--- src/rtl/core/i2cee_ram.sv ---
// ============================================================================
// i2cee_ram
// Generic single-clock RAM: one write port, one read port, registered read.
// ============================================================================
module i2cee_ram #(
   parameter int WIDTH = 8,
   parameter int DEPTH = 64
) (
   input  logic                                   clock,
   input  logic                                   wr_en,
   input  logic [(DEPTH > 1 ? $clog2(DEPTH) : 1)-1:0] wr_addr,
   input  logic [WIDTH-1:0]                       wr_data,
   input  logic [(DEPTH > 1 ? $clog2(DEPTH) : 1)-1:0] rd_addr,
   output logic [WIDTH-1:0]                       rd_data
);

   logic [WIDTH-1:0] mem [DEPTH];

   always_ff @(posedge clock) begin
      if (wr_en) begin
         mem[wr_addr] <= wr_data;
      end
      rd_data <= mem[rd_addr];
   end

endmodule

--- config.mk ---
export PLATFORM = sky130hd
export DESIGN_NAME = i2cee_ram
export DESIGN_NICKNAME = d
export VERILOG_FILES = /design/src/rtl/core/i2cee_ram.sv
export SDC_FILE = /design/constraint.sdc
export NUM_CORES = 1
export LEC_CHECK = 0
export BUFFER_PORTS_ARGS = -buffer_cell sky130_fd_sc_hd__buf_2
export CORE_MARGIN = 1.5
export CORE_UTILIZATION = 40
export DETAILED_ROUTE_END_ITERATION = 7
export PLACE_DENSITY = 0.67
export SLEW_MARGIN = 20
export SYNTH_ARGS = -nofsm -noshare
export SYNTH_HDL_FRONTEND = slang
export SYNTH_SLANG_ARGS = --single-unit
--- constraint.sdc ---
create_clock -name clock -period 2 [get_ports clock]
set_input_delay 0 -clock clock [delete_from_list [all_inputs] [get_ports clock]]
set_output_delay 0 -clock clock [all_outputs]
set_load 0.01 [all_outputs]
Word-level counts from Yosys, hierarchy flattened
Memory sizes are Yosys's and may differ from the RTL's. A register that Yosys moved wholly into a read port is not among the register bits.
Cells that the tools add are included.
{"block": "totals", "reg_bits": 0, "wordCells": 3, "out_inout_bits": 8, "memories": 1, "input_bits": 22, "ram_bits": 512}
{"name": "mem", "depth": 64, "word_bits": 8, "read_ports": 1, "rd_ports_with_merged_regs": 1, "wr": 1, "line_no": "17", "rtl": "logic [WIDTH-1:0] mem [DEPTH];"}
{"block": "op_classes", "n_mux": 2}
{"cell": "$mux W1", "n": 2}

Longest topological paths before layout
{"block": "depth", "word_depth": 2, "depth_mapped": 9, "depth_no_buf": 5}

Worst setup path after synthesis
Ideal clock, no wire load.
{"block": "synth_path", "kind": "register -> register", "start": "memory mem[29][4]", "end": "register rd_data[4], read port of mem", "setup_slack_ps": 308, "required_time_ps": 1868, "period_less_slack_ps": 1692, "path_stages_with_launch": 6, "arrival_time_ps": 1560, "path_cell_list": "edfxtp_1 mux4_2 mux2_2 o221a_2 nor3_1 o32ai_1"}
{"item": "start, declared", "line_no": "17"}
{"item": "end, declared", "line_no": "14", "rtl": "output logic [WIDTH-1:0] rd_data"}

==> results by group <==
Run status
  – Outcome: complete, no violations

Global route
  – Antenna violations before repair: 3
  – Gr ovfl total: 0
  – Vias in the first global route: 10,200
  – Largest net degree at the start of global routing: 65
  – First-pass GRT wire length: 66.2 mm
  – Tot GR Track Use: 0.176

CTS
  – CTS root buffer: clkbuf_16
  – Clock buffer depth: 3
  – Sink Count: 520
  – Clk slew on worst S/H paths: 0.06 ns
  – CTS buffer count: 50
  – TritonCTS clock tree: built
  – Clock latency on the worst-skew pair: 0.56 ns
  – H-tree levels: 2
  – Postcts setup bufs: 0

Logic synthesis
  – Syn Area/Cell: 21.5 um2
  – Share of the synthesized area in the top cell type: 0.762
  – Post-synth EDFFs: 512
  – Post-Syn Area: 20,200 um2
  – Synth area leaders: edfxtp_1 76%, mux4_2 14%, nor2_1 1.5%
  – Yosys warns: 0
  – Cell variety after synth: 40
  – Synth area leader: edfxtp_1
  – Async SR Flop Fraction: 0
  – Synth Instances: 940
  – Number of synthesized register bits: 520
  – Synthesized Nets: 962
  – Sequential cell area fraction in the yosys report: 0.770
  – Dominant synthesized flop cell: edfxtp_1

Detailed routing
  – Via count: 9,937
  – DR iter-0 viols: 1,115
  – DRC Markers: 0
  – Vias per inst: 5.46
  – Final WL: 44.3 mm
  – Final ANT Viol Nets: 0
  – Wire per inst: 24.3 um
  – Iteration count of the initial detailed-routing pass: 5

Floorplan
  – Die width: 228 um
  – Floorplan row count: 82
  – Starting Density: 0.404
  – DIE AREA: 51,800 um2
  – Die Ht: 228 um
  – CORE AREA: 50,000 um2
  – IO Count: 30

Layout
  – Share of post-route cells with drive strength above 1: 0.325
  – Final core occ: 0.475
  – Nets: 1,128
  – Area growth syn-to-layout: 17.7%
  – Fillcell total: 4,054
  – Fin area: 23,700 um2

Placed design
  – Gpl congestion: 0.848
  – Place WS: -0.459 ns
  – IO buf count: 29
  – HPWL Detailed: 28.9 mm
  – Area post-placement: 22,000 um2

Critical path
  – CP endpoint kind: register
  – Startpoint types: register
  – Critical Path RT: 2.43 ns
  – Critical path class: register to register
  – Crit Path Max Fanout: 1
  – Worst EP arrival: 2.33 ns

Power
  – Worst IR drop on VDD: 557 uV
  – Power Total: 22.4 mW
  – Power density cells: 945 nW/um2
  – Static Leak: 7.63 nW

STA
  – Max Freq: 527 MHz
  – Slew Limit Fails: 0
  – Final hold vios: 0
  – Rel. slew slack: 0.486
  – Clock Skew: 0.00945 ns
  – Worst-margin pin slew: 0.771 ns
  – Fin crit share: 0.949
  – RSZ-0062 raised after global routing: false
  – Setup Viol. Count Final: 0
  – Setup WS post-layout: 0.103 ns
  – Crit path time final: 1.90 ns

Worst hold path
  – Worst hold path type: primary input to register

Run
  – Maximum capacitance violations: 0
==> cell families after synthesis <==
kind of cell,count (synthesis),share of synthesized area
DFF,520,0.770
AOI/OAI and AO/OA,54,0.0207
and+or+nand+nor,153,0.0339
buffers and inverters,51,0.0157
muxes,162,0.159
==> worst paths after layout <==
path	start	endpoint	slack, ns	cells past startpoint
hold reg to reg	mem[26][4]	rd_data[4]	0.84	3
setup / recovery	mem[29][6]	rd_data[6]	0.10	5
setup reg to reg	mem[29][6]	rd_data[6]	0.10	5
hold / removal	wr_data[2]	mem[28][2]	0.02	1
==> state kept, by name, indices dropped and copies added, names as in the netlist <==
signal / flops
rd_data: 8
mem: 512
==> layout by cell type, fill, tap and decap left out, types with 3 or more instances in the layout <==
master and count:
nor3_1 5, mux2_2 13, a221oi_1 6, o22ai_1 8, buf_2 26, dlygate4sd3_1 9
nand2b_1 7, nor2b_1 14, nand2_1 19, nand3_1 13, clkbuf_8 3, clkinv_2 11
a22oi_1 3, o2bb2ai_1 3, a21oi_1 3, clkinv_1 8, dfxtp_1 8, mux4_2 126
o221ai_1 8, edfxtp_1 512, nand3b_1 3, a211oi_1 4, clkbuf_1 12, nor2_1 83
buf_12 18, bufinv_16 3, clkbuf_16 53, buf_4 111, o2111ai_1 3, mux2i_1 23
==> where the power goes <==
| part | leakage, nW | total [mW] | switching (mW) | internal [mW] |
|---|---|---|---|---|
| registers | 4.67 | 12.1 | 0.0437 | 12.1 |
| logic | 2.18 | 1.24 | 0.706 | 0.529 |
| clock network | 0.784 | 9.10 | 3.82 | 5.28 |
==> timing repair <==
item | 4_1_cts | 5_1_grt
gates resized for setup | 4 | 2
endpoints found under the hold margin | 89 | 0
hold buffers | 9 | 0
setup endpoints to repair | 3 | 2
==> worst max-delay path, cell delays in order, from the launching register on <==
cell and delay (ns):
edfxtp_1 0.35, mux4_2 0.47, mux2_2 0.29, o221a_2 0.29
nor3_2 0.25, o32ai_1 0.12
==> synth_stat cells (8+ instances only) <==
library cell and instances:
buf_4 13, mux2i_1 23, nor2b_1 14, nand2_1 19, dfxtp_1 8, nor2_1 83, mux4_2 126, edfxtp_1 512
o22ai_1 8, clkbuf_1 17, buf_2 11, o221ai_1 8, mux2_2 13, nand3_1 13
==> through the flow <==
stage | setup TNS [ns] | instances | hold WS [ns]
final | 0 | 1819 | 0.0200
after global routing | 0 | 1818 | 0.0578
after CTS | 0 | 1817 | 0.0235
after detailed placement | -1.22 | 1717 | 0.414
after global placement | -1.14 | 1717 | 0.414
after floorplan | 0 | 940 | 0.0989
==> cell type report <==
| type | instances | area, um2 | share of cell area |
|---|---|---|---|
| Clock inverter | 24 | 191 | 0.00806 |
| Tap cell | 672 | 841 | 0.0354 |
| Clock buffer | 67 | 1400 | 0.0589 |
| Timing Repair Buffer | 165 | 1430 | 0.0601 |
| Antenna cell | 2 | 5.00 | 0.000211 |
| Multi-Input combinational cell | 369 | 4340 | 0.183 |
| Sequential cell | 520 | 15500 | 0.654 |
==> per-layer routing <==
metal	routed length [um]	GRT usage
met3	2860	0.0293
met2	21200	0.279
met1	18700	0.247
met4	1490	0.0667
met5	12	0
Power figures use the tool's default switching activity.
